<file path="src/hw/rtl/okte_pkg.sv">
// shared types, codes and constants of the ordered key table engine
`timescale 1ns / 1ps
`default_nettype none
package okte_pkg;

  localparam int CAPACITY_DEFAULT = 32;

  localparam int FUNC_W   = 3;
  localparam int KEY_W    = 32;
  localparam int HANDLE_W = 16;
  localparam int STATUS_W = 2;
  localparam int COUNT_W  = 6;

  localparam int S_TDATA_W = 48;
  localparam int S_TUSER_W = 3;
  localparam int M_TDATA_W = 56;
  localparam int M_TUSER_W = 3;

  localparam logic [FUNC_W-1:0] FUNC_ADD    = 3'd0;
  localparam logic [FUNC_W-1:0] FUNC_LOOKUP = 3'd1;
  localparam logic [FUNC_W-1:0] FUNC_DELETE = 3'd2;
  localparam logic [FUNC_W-1:0] FUNC_FIRST  = 3'd3;
  localparam logic [FUNC_W-1:0] FUNC_NEXT   = 3'd4;

  localparam logic [STATUS_W-1:0] STATUS_OK   = 2'd0;
  localparam logic [STATUS_W-1:0] STATUS_FULL = 2'd1;
  localparam logic [STATUS_W-1:0] STATUS_DUP  = 2'd2;
  localparam logic [STATUS_W-1:0] STATUS_NONE = 2'd3;

  typedef enum logic [2:0] {
    S_IDLE,
    S_SEARCH,
    S_SHIFT,
    S_FETCH,
    S_DONE
  } state_t;

  typedef struct packed {
    logic signed [KEY_W-1:0] key;
    logic [HANDLE_W-1:0]     handle;
  } entry_t;

  typedef struct packed {
    logic [STATUS_W-1:0]     status;
    logic                    hit;
    logic signed [KEY_W-1:0] found_key;
    logic [HANDLE_W-1:0]     found_handle;
    logic [COUNT_W-1:0]      entry_count;
  } result_t;

endpackage
`default_nettype wire

</file>
<file path="src/hw/rtl/okte_store.sv">
// entry memory: one write port, one registered read port
`timescale 1ns / 1ps
`default_nettype none
module okte_store #(
  parameter int DEPTH = okte_pkg::CAPACITY_DEFAULT,
  localparam int AW = $clog2(DEPTH)
) (
  input  wire logic             clk,
  input  wire logic             wr_en,
  input  wire logic [AW-1:0]    wr_addr,
  input  wire okte_pkg::entry_t wr_data,
  input  wire logic [AW-1:0]    rd_addr,
  output okte_pkg::entry_t      rd_data
);

  okte_pkg::entry_t mem [DEPTH];

  always_ff @(posedge clk) begin
    if (wr_en) begin
      mem[wr_addr] <= wr_data;
    end
  end

  always_ff @(posedge clk) begin
    rd_data <= mem[rd_addr];
  end

endmodule
`default_nettype wire

</file>
<file path="src/hw/rtl/okte_ctrl.sv">
// sequencer: search, shift and cursor steps over the entry memory
`timescale 1ns / 1ps
`default_nettype none
module okte_ctrl #(
  parameter int CAPACITY = okte_pkg::CAPACITY_DEFAULT,
  localparam int AW = $clog2(CAPACITY),
  localparam int CW = $clog2(CAPACITY + 1)
) (
  input  wire logic                                clk,
  input  wire logic                                rst,
  input  wire logic                                in_valid,
  output logic                                     in_ready,
  input  wire logic [okte_pkg::FUNC_W-1:0]         in_func,
  input  wire logic signed [okte_pkg::KEY_W-1:0]   in_key,
  input  wire logic [okte_pkg::HANDLE_W-1:0]       in_handle,
  input  wire logic                                out_free,
  output logic                                     res_valid,
  output okte_pkg::result_t                        res,
  output logic                                     wr_en,
  output logic [AW-1:0]                            wr_addr,
  output okte_pkg::entry_t                         wr_data,
  output logic [AW-1:0]                            rd_addr,
  input  wire okte_pkg::entry_t                    rd_data
);

  okte_pkg::state_t state, state_next;

  logic [okte_pkg::FUNC_W-1:0]       func_r, func_r_next;
  logic signed [okte_pkg::KEY_W-1:0] key_r, key_r_next;
  logic [okte_pkg::HANDLE_W-1:0]     handle_r, handle_r_next;
  logic [AW-1:0]                     idx, idx_next;
  logic [CW-1:0]                     fill, fill_next;
  logic [CW-1:0]                     cursor, cursor_next;
  logic                              cursor_ok, cursor_ok_next;
  logic [okte_pkg::STATUS_W-1:0]     res_status, res_status_next;
  logic                              res_hit, res_hit_next;
  okte_pkg::entry_t                  res_entry, res_entry_next;

  logic [CW-1:0] idx_ext;
  logic [CW-1:0] idx_inc;
  logic [CW-1:0] cursor_adv;
  logic          match;
  logic          last;

  assign idx_ext = CW'(idx);
  assign idx_inc = idx_ext + CW'(1);
  assign match   = (idx_ext < fill) && (rd_data.key == key_r);
  assign last    = idx_inc >= fill;

  // next from the invalid cursor lands on entry 0, and it saturates at the end
  always_comb begin
    if (!cursor_ok) begin
      cursor_adv = '0;
    end else if (cursor < CW'(CAPACITY)) begin
      cursor_adv = cursor + CW'(1);
    end else begin
      cursor_adv = cursor;
    end
  end

  always_ff @(posedge clk) begin
    if (rst) begin
      state     <= okte_pkg::S_IDLE;
      fill      <= '0;
      cursor    <= '0;
      cursor_ok <= 1'b0;
    end else begin
      state     <= state_next;
      fill      <= fill_next;
      cursor    <= cursor_next;
      cursor_ok <= cursor_ok_next;
    end
  end

  always_ff @(posedge clk) begin
    func_r     <= func_r_next;
    key_r      <= key_r_next;
    handle_r   <= handle_r_next;
    idx        <= idx_next;
    res_status <= res_status_next;
    res_hit    <= res_hit_next;
    res_entry  <= res_entry_next;
  end

  always_comb begin
    state_next      = state;
    func_r_next     = func_r;
    key_r_next      = key_r;
    handle_r_next   = handle_r;
    idx_next        = idx;
    fill_next       = fill;
    cursor_next     = cursor;
    cursor_ok_next  = cursor_ok;
    res_status_next = res_status;
    res_hit_next    = res_hit;
    res_entry_next  = res_entry;
    in_ready        = 1'b0;
    res_valid       = 1'b0;
    rd_addr         = AW'(idx_inc);
    wr_en           = 1'b0;
    wr_addr         = idx;
    wr_data         = rd_data;

    case (state)
      okte_pkg::S_IDLE: begin
        in_ready = 1'b1;
        rd_addr  = '0;
        if (in_valid) begin
          func_r_next     = in_func;
          key_r_next      = in_key;
          handle_r_next   = in_handle;
          idx_next        = '0;
          res_hit_next    = 1'b0;
          res_entry_next  = '0;
          res_status_next = okte_pkg::STATUS_NONE;
          case (in_func)
            okte_pkg::FUNC_ADD, okte_pkg::FUNC_LOOKUP, okte_pkg::FUNC_DELETE: begin
              state_next = okte_pkg::S_SEARCH;
            end
            okte_pkg::FUNC_FIRST: begin
              cursor_next    = '0;
              cursor_ok_next = 1'b1;
              state_next     = okte_pkg::S_FETCH;
            end
            okte_pkg::FUNC_NEXT: begin
              cursor_next    = cursor_adv;
              cursor_ok_next = 1'b1;
              rd_addr        = AW'(cursor_adv);
              state_next     = okte_pkg::S_FETCH;
            end
            default: begin
              state_next = okte_pkg::S_DONE;
            end
          endcase
        end
      end

      okte_pkg::S_SEARCH: begin
        if (match) begin
          cursor_next    = idx_ext;
          cursor_ok_next = 1'b1;
          state_next     = okte_pkg::S_DONE;
          case (func_r)
            okte_pkg::FUNC_LOOKUP: begin
              res_status_next = okte_pkg::STATUS_OK;
              res_hit_next    = 1'b1;
              res_entry_next  = rd_data;
            end
            okte_pkg::FUNC_DELETE: begin
              // entry idx+1 is already being read for the first move
              state_next = okte_pkg::S_SHIFT;
            end
            default: begin
              res_status_next = okte_pkg::STATUS_DUP;
            end
          endcase
        end else if (last) begin
          cursor_ok_next = 1'b0;
          state_next     = okte_pkg::S_DONE;
          if (func_r == okte_pkg::FUNC_ADD) begin
            if (fill >= CW'(CAPACITY)) begin
              res_status_next = okte_pkg::STATUS_FULL;
            end else begin
              wr_en           = 1'b1;
              wr_addr         = AW'(fill);
              wr_data.key     = key_r;
              wr_data.handle  = handle_r;
              fill_next       = fill + CW'(1);
              res_status_next = okte_pkg::STATUS_OK;
            end
          end
        end else begin
          idx_next = AW'(idx_inc);
        end
      end

      okte_pkg::S_SHIFT: begin
        rd_addr = AW'(idx_ext + CW'(2));
        if (idx_inc < fill) begin
          wr_en    = 1'b1;
          wr_addr  = idx;
          wr_data  = rd_data;
          idx_next = AW'(idx_inc);
        end else begin
          fill_next       = fill - CW'(1);
          res_status_next = okte_pkg::STATUS_OK;
          state_next      = okte_pkg::S_DONE;
        end
      end

      okte_pkg::S_FETCH: begin
        if (cursor < fill) begin
          res_status_next = okte_pkg::STATUS_OK;
          res_hit_next    = 1'b1;
          res_entry_next  = rd_data;
        end
        state_next = okte_pkg::S_DONE;
      end

      okte_pkg::S_DONE: begin
        if (out_free) begin
          res_valid  = 1'b1;
          state_next = okte_pkg::S_IDLE;
        end
      end

      default: begin
        state_next = okte_pkg::S_IDLE;
      end
    endcase
  end

  always_comb begin
    res.status       = res_status;
    res.hit          = res_hit;
    res.found_key    = res_entry.key;
    res.found_handle = res_entry.handle;
    res.entry_count  = okte_pkg::COUNT_W'(fill);
  end

endmodule
`default_nettype wire

</file>
<file path="src/hw/rtl/ordered_key_table_engine.sv">
// top level of the ordered key table engine
//
// one item on the s_ side carries an operation (s_tuser) with a key and a
// handle (s_tdata); each item gives exactly one result item on the m_ side.
// operations: add, lookup, delete, first, next over a table of up to CAPACITY
// entries kept in insertion order, with a cursor for first and next.
// steps: add, lookup and delete search the entries in order from entry 0
// until a hit or the last filled entry; delete then moves every later entry
// one place left. first and next read the entry at the cursor, other codes
// go straight to the result. the search and the move share one compare and
// one read port of the entry memory, one entry a cycle; the next item can
// be taken in the cycle after the result is registered.
// s_tready is high only while no item is in work; a finished result sits in
// the output register, and a new item may be taken while it waits.
// if m_tready stays low, the next result holds back until the register frees.
// reset empties the table and makes the cursor invalid; no clearing pass.
`timescale 1ns / 1ps
`default_nettype none
module ordered_key_table_engine #(
  parameter int CAPACITY = okte_pkg::CAPACITY_DEFAULT
) (
  input  wire logic                             clk,
  input  wire logic                             rst,
  input  wire logic                             s_tvalid,
  output logic                                  s_tready,
  input  wire logic [okte_pkg::S_TDATA_W-1:0]   s_tdata,  // key, handle
  input  wire logic [okte_pkg::S_TUSER_W-1:0]   s_tuser,  // func
  output logic                                  m_tvalid,
  input  wire logic                             m_tready,
  output logic [okte_pkg::M_TDATA_W-1:0]        m_tdata,  // found_key, found_handle, entry_count
  output logic [okte_pkg::M_TUSER_W-1:0]        m_tuser   // status, hit
);

  localparam int AW = $clog2(CAPACITY);

  logic              out_free;
  logic              res_valid;
  okte_pkg::result_t res;
  okte_pkg::result_t out_r;
  logic              wr_en;
  logic [AW-1:0]     wr_addr;
  okte_pkg::entry_t  wr_data;
  logic [AW-1:0]     rd_addr;
  okte_pkg::entry_t  rd_data;

  assign out_free = !m_tvalid || m_tready;

  okte_ctrl #(
    .CAPACITY (CAPACITY)
  ) u_ctrl (
    .clk       (clk),
    .rst       (rst),
    .in_valid  (s_tvalid),
    .in_ready  (s_tready),
    .in_func   (s_tuser),
    .in_key    (s_tdata[okte_pkg::KEY_W-1:0]),
    .in_handle (s_tdata[okte_pkg::KEY_W+okte_pkg::HANDLE_W-1:okte_pkg::KEY_W]),
    .out_free  (out_free),
    .res_valid (res_valid),
    .res       (res),
    .wr_en     (wr_en),
    .wr_addr   (wr_addr),
    .wr_data   (wr_data),
    .rd_addr   (rd_addr),
    .rd_data   (rd_data)
  );

  okte_store #(
    .DEPTH (CAPACITY)
  ) u_store (
    .clk     (clk),
    .wr_en   (wr_en),
    .wr_addr (wr_addr),
    .wr_data (wr_data),
    .rd_addr (rd_addr),
    .rd_data (rd_data)
  );

  always_ff @(posedge clk) begin
    if (rst) begin
      m_tvalid <= 1'b0;
    end else if (res_valid) begin
      m_tvalid <= 1'b1;
    end else if (m_tready) begin
      m_tvalid <= 1'b0;
    end
  end

  always_ff @(posedge clk) begin
    if (res_valid) begin
      out_r <= res;
    end
  end

  assign m_tdata = {2'b00, out_r.entry_count, out_r.found_handle, out_r.found_key};
  assign m_tuser = {out_r.hit, out_r.status};

endmodule
`default_nettype wire

</file>
<file path="config.mk">
export PLATFORM = sky130hd
export DESIGN_NAME = ordered_key_table_engine
export DESIGN_NICKNAME = d
export VERILOG_FILES = /design/src/hw/rtl/okte_pkg.sv /design/src/hw/rtl/okte_store.sv /design/src/hw/rtl/okte_ctrl.sv /design/src/hw/rtl/ordered_key_table_engine.sv
export SDC_FILE = /design/constraint.sdc
export NUM_CORES = 2
export LEC_CHECK = 0
export ABC_AREA = 1
export ABC_CLOCK_PERIOD_IN_PS = 7400
export BUFFER_PORTS_ARGS = -buffer_cell sky130_fd_sc_hd__buf_2
export CAP_MARGIN = 20
export CELL_PAD_IN_SITES_DETAIL_PLACEMENT = 0
export CELL_PAD_IN_SITES_GLOBAL_PLACEMENT = 2
export CORE_UTILIZATION = 35
export CTS_CLUSTER_SIZE = 25
export DETAILED_ROUTE_END_ITERATION = 8
export GPL_ROUTABILITY_DRIVEN = 0
export PLACE_DENSITY = 0.78
export REMOVE_ABC_BUFFERS = 1
export SLEW_MARGIN = 20
export SYNTH_ARGS = -nofsm -noshare
export SYNTH_HDL_FRONTEND = slang
export SYNTH_SLANG_ARGS = --single-unit
</file>
<file path="constraint.sdc">
create_clock -name clk -period 7.4 [get_ports clk]
set_clock_uncertainty 0.05 [all_clocks]
set_input_delay 1.11 -clock clk [delete_from_list [all_inputs] [get_ports clk]]
set_output_delay 1.11 -clock clk [all_outputs]
set_load 0.005 [all_outputs]
</file>
== Word level (Yosys, flattened, before mapping) ==
Memory sizes are Yosys's and may differ from the RTL's. A register that Yosys moved wholly into a read port is not among the register bits.
Index checks and enable logic that the tools add are counted.
Widths: inputs -> output; s select.

* $add $sub $neg: 5
* Magnitude comparators: 6
* Eq/ne operators: 29
* Mux-type cells: 75
* Reduce and logical (&&, ||, !) cells: 23

{| class="wikitable"
|+ Operators by type and width
! cell !! number
|-
| $mux 48 || 9
|-
| $pmux 48 s3 || 1
|-
| $mux 5 || 11
|-
| $mux 6 || 9
|-
| $pmux 6 s2 || 3
|-
| $eq 32x32->1 || 1
|-
| $mux 1 || 21
|-
| $mux 3 || 6
|-
| $ne 2x2->1 const B || 8
|-
| $eq 3x2->1 const B || 5
|-
| $pmux 3 s5 || 1
|-
| $pmux 5 s3 || 1
|-
| $reduce_and 5->1 || 3
|-
| $add 6x1->6 const B || 2
|-
| $lt 6x6->1 || 2
|-
| $mux 2 || 6
|-
| $reduce_and 4->1 || 3
|-
| $ne 2x1->1 const B || 5
|-
| $pmux 5 s2 || 1
|-
| $eq 3x1->1 const B || 3
|-
| $logic_not 3->1 || 3
|-
| $pmux 2 s4 || 1
|-
| $reduce_and 7->1 || 1
|-
| $add 5x1->6 const B || 1
|-
| other kinds (24) || 31
|}

* Bits in registers: 181
* Memory bits (writable): 1536
* Input bits: 55
* Output and inout bits: 61
* Word-level logic and storage cells: 158
* Memories: 1

{| class="wikitable"
|+ Memories
! memory !! depth !! bits a word !! rd ports !! clocked after Yosys merged registers in !! write ports !! line !! text
|-
| u_store.mem || 32 || 48 || 1 || 1 || 1 || okte_store.sv:16 || <nowiki>okte_pkg::entry_t mem [DEPTH];</nowiki>
|}

== Depth between registers and ports, before layout ==
* Depth after elaboration: 8
* Mapped depth: 17
* Mapped depth without buffers: 16

== By module ==
From an unflattened synthesis, not the netlist that was laid out.

* Cell total of the unflattened synthesis: 6137
* Area total of the unflattened synthesis: 71528.6 um^2

{| class="wikitable"
|+ By module, submodules not included
! module !! instances !! cells an instance !! area an instance (um^2)
|-
| okte_store || 1 || 5279 || 62969.1
|-
| okte_ctrl || 1 || 793 || 6786.5
|-
| ordered_key_table_engine || 1 || 65 || 1773.0
|}

== Worst setup path after synthesis ==
OpenSTA, ideal clock, no wires.

* Path kind: flip-flop to flip-flop
* From: register u_ctrl.idx[0]
* To: register u_ctrl.res_entry, in the netlist u_ctrl.res[10], enable pin
* Data arrival time: 4.851 ns
* Data required time: 6.834 ns
* Slack: 1.983 ns
* Stages on the path, launching flop included: 11
* Path buffers: 0
* Clock period less this slack: 5.417 ns
* Cell sequence: edfxtp_1 -> inv_1 -> ha_1 -> inv_1 -> a21oi_1 -> nor3_1 -> nor2_1 -> nand3_1 -> nand2_1 -> nand2_1 -> nor3_1

* Word-level cells in the longest chain between the ends: 4

{| class="wikitable"
|+ Ends and longest elaborated chain
! element !! line !! text
|-
| from (decl) || okte_ctrl.sv:31 || <nowiki>logic [AW-1:0] idx, idx_next;</nowiki>
|-
| from (signal assigned) || okte_ctrl.sv:79 || <nowiki>idx <= idx_next;</nowiki>
|-
| $lt 5x6->1 || okte_ctrl.sv:47 || <nowiki>assign match = (idx_ext < fill) && (rd_data.key == key_r);</nowiki>
|-
| $logic_and 1x1->1 || okte_ctrl.sv:47 ||
|-
| $ne 2x1->1 (no source line) || n/a ||
|-
| $reduce_and 5->1 (no source line) || n/a ||
|-
| to (signal assigned) || okte_ctrl.sv:82 || <nowiki>res_entry <= res_entry_next;</nowiki>
|-
| to (decl) || okte_ctrl.sv:37 || <nowiki>okte_pkg::entry_t res_entry, res_entry_next;</nowiki>
|}

Every way passes these cells.
A chain may end at the register's enable or synchronous reset.

== Worst setup path in the final report ==
* From: register u_ctrl.idx[2]
* To: memory u_store.mem[8][42] (netlist name), enable pin

* Word-level cells in the longest chain between the ends: 7

{| class="wikitable"
|+ Ends and longest elaborated chain
! element !! line !! text
|-
| $add 5x1->6 * || okte_ctrl.sv:46 || <nowiki>assign idx_inc = idx_ext + CW'(1);</nowiki>
|-
| net u_ctrl.idx_inc[3] || okte_ctrl.sv:40 || <nowiki>logic [CW-1:0] idx_inc;</nowiki>
|-
| $ge 6x6->1 || okte_ctrl.sv:48 || <nowiki>assign last = idx_inc >= fill;</nowiki>
|-
| $mux 1 || okte_ctrl.sv:157 || <nowiki>end else if (last) begin</nowiki>
|-
| $mux 1 || okte_ctrl.sv:139 || <nowiki>if (match) begin</nowiki>
|-
| $pmux 1 s2 || okte_ctrl.sv:104 || <nowiki>case (state)</nowiki>
|-
| $mux 1 || okte_store.sv:19 || <nowiki>if (wr_en) begin</nowiki>
|-
| $mux 1 (implied by the code) || okte_store.sv:20 || <nowiki>mem[wr_addr] <= wr_data;</nowiki>
|-
| to (decl) || okte_store.sv:16 ||
|}

Mark *: on every way through the listed nets, which the timed path passes. The rest lies on a longest branch.

==> qor.csv <==
metric,value,unit
share of cells above drive strength 1,9.90,%
CP endpoint kind,flip-flop,
cell mode on critical path,nand2_1,
Multi-input gate area,0.0185,sq mm
Via density,5.03,
Hold Path Class,flip-flop to flip-flop,
Fillers,20000,
clock-pin slew on the worst setup and hold paths,70,ps
CTS root buffer,clkbuf_16,
"Req. time, crit path",7830,ps
Final Cycle Share,76.9,%
Worst EP arrival,6130,ps
global-route usage over all layers,21.7,%
reg2reg setup slack,1710,ps
crit path kind,flip-flop to flip-flop,
DP HPWL,127000,um
initial antenna violation count,17,
IO Count,116,
critical path's slowest cell,nor2_4,
CP peak stage delay,880,ps
FF+latch area,0.0524,sq mm
FMAX,176,MHz
Initial DRC Count,5088,
vias,50000,
worst-path fanout max,49,
ANT nets after route,0,
# resized after CTS,0,
"commonest cells after routing, fill and taps aside","nand2_1 (1959), edfxtp_1 (1700), nand3_1 (1144)",
status,"finished, final reports clean",
Worst Tran Pin Value,1130,ps
Starting Density,35.4,%
cts bufs inserted,193,
sequential area share after synthesis,69.5,%
die width,466,um
total gr overflow,0,
max-slew violations,0,
CTS tree,yes,
Max Root-Sink Buffers,3,
"Avg Cell Area, Syn",10.9,sq um
"commonest non-fill, non-tap cell in the layout",nand2_1,
first-pass GRT wire length,343000,um
Clock Latency Late Sink,860,ps
VDD IR-drop max,0.531,mV
Setup Viol. Count Final,0,
final wirelength,238000,um
dpl cell area,0.0798,sq mm
Netlist cell types,36,
synthesis-to-layout area growth,14.5,%
Die ar.,0.217,sq mm
Die H,466,um
"Setup Fix Bufs, Post-CTS",0,
fin nets,7045,
yosys warns,0,
Hold Worst Slack,366,ps
post-layout instance area,0.0862,sq mm
Mapped Cells,6889,
largest net degree at the start of global routing,198,
Pleak,0.0338,uW
Fin. Hold Viols,0,
Hold Buf Count CTS,0,
WL/cell,23.9,um
Final Critical Period,5690,ps
Yosys reg bits,1765,
worst-path cell chain,ha_1 -> nand2_1 -> xor2_1 -> inv_1 -> ha_1 -> nand2_1 -> nor2_1 -> o21ai_0 -> nand3_1 -> nand2_1 -> nor2_4 -> nand2_8 -> o21ai_0 -> nand3_1 -> nor2_4 -> buf_4,
Initial DRT Pass Iterations,5,
max-cap viol count,0,
Core Area,0.213,sq mm
headroom to the max-slew limit,24.6,%
Final Total Pwr,39400,uW
clock sinks,1765,
synthesized area,0.0753,sq mm
vias in the first global route,48400,
Startpoint Class,flip-flop,
Port Buffers,113,
Pwr Density,457,mW/mm^2
unrepaired setup endpoints after global routing,no,
htree depth,4,
DRC viols,0,
FP Rows,169,
stage by stage:
stage          util, %  setup WS, ps  instances  TNS, ps
5_1_grt           40.5          1420       9951        0
3_5_place_dp      37.5          1830       9591        0
6_report          40.5          1710       9951        0
3_3_place_gp      37.4          1710       9587        0
2_1_floorplan        -        -15030       6512  -721410
4_1_cts           40.5          1810       9948        0
path summary, 6_finish.rpt:
| kind | cells past startpoint | from | to |
|---|---|---|---|
| setup / recovery | 16 | u_ctrl.idx[2] | u_store.mem[8][42] |
| hold / removal | 0 | u_ctrl.res[47] | m_tdata[25] |
| setup reg to reg | 16 | u_ctrl.idx[2] | u_store.mem[8][42] |
| hold reg to reg | 0 | u_ctrl.res[47] | m_tdata[25] |
critical path, delay by kind of cell, from the launching register on:
family / cells / cell delay [ps]
DFF: 1 / 520
and+or+nand+nor: 9 / 2470
AOI/OAI and AO/OA: 2 / 830
adders and majority gates: 2 / 570
buffers and inverters: 2 / 580
xor gates and xnor gates: 1 / 250
sequential cells by signal, indices dropped and copies added (netlist names), 2 cells and up:
| name | cells |
|---|---|
| u_store.rd_data | 48 |
| m_tdata | 54 |
| u_ctrl.handle_r | 16 |
| m_tuser | 3 |
| u_ctrl.res | 48 |
| u_ctrl.key_r | 32 |
| u_ctrl.idx | 5 |
| u_ctrl.fill | 6 |
| u_ctrl.res_status | 2 |
| u_store.mem | 1536 |
| u_ctrl.state | 3 |
| u_ctrl.func_r | 3 |
| u_ctrl.cursor | 6 |
power breakdown:
group	internal [uW]	total [uW]	switching (uW)
Clock	5690	9770	4080
Combinational	4120	16200	12100
Sequential	13100	13400	301
Total	23000	39400	16400
cells in the mapped netlist:
cell type	instances	area, sq um
o2111ai_1	1	8.76
nor2_1	172	646
nand2_1	1960	7360
nand2_2	3	18.8
nor2_2	2	12.5
buf_2	174	871
o221ai_1	2	17.5
dfxtp_1	65	1300
o21ai_0	52	260
nor3_1	6	30.0
ha_1	23	288
clkbuf_1	165	619
o21ai_4	1	16.3
or4_1	1	7.51
or2_2	80	500
and2_1	3	18.8
nand4_1	7	43.8
inv_2	5	18.8
nand3b_1	289	2170
nand3_1	1144	5730
xnor2_1	7	61.3
xor2_1	9	78.8
nor2_4	2	22.5
clkinv_1	1	3.75
a21oi_1	49	245
o21a_1	1	7.51
inv_1	856	3210
o31ai_1	1	7.51
buf_1	31	116
conb_1	1	3.75
o211ai_1	48	360
buf_4	8	60.1
o21bai_1	1	7.51
or2_1	18	113
fa_1	1	20.0
edfxtp_1	1700	51000
per-layer routing:
metal | track usage, % | routed length [um]
met4 | 8.32 | 8750
met3 | 3.60 | 16700
met5 | 0 | 13
met1 | 29.8 | 103000
met2 | 34.4 | 109000
cell families (layout without fill, tap and decap cells):
group                      Yosys count  after routing  share of synthesized area [%]
xor gates and xnor gates            16             16                          0.186
other                                1              4                        0.00498
buffers and inverters             1240           1478                           6.51
AOI/OAI and AO/OA                  156            156                           1.24
DFF                               1765           1765                           69.5
and+or+nand+nor                   3687           3687                           22.1
adders and majority gates           24             24                          0.409
area by class of cell:
cell class,instances,area share (%)
repair buffers,259,2.48
clock inverters,115,1.35
diodes,2,0.00581
clock buffers,242,6.06
well taps,2821,4.09
multi-input cells,3885,21.5
flip-flops and latches,1765,60.7
inverters,862,3.79
Note: power is estimated with default switching activity, not from simulation.
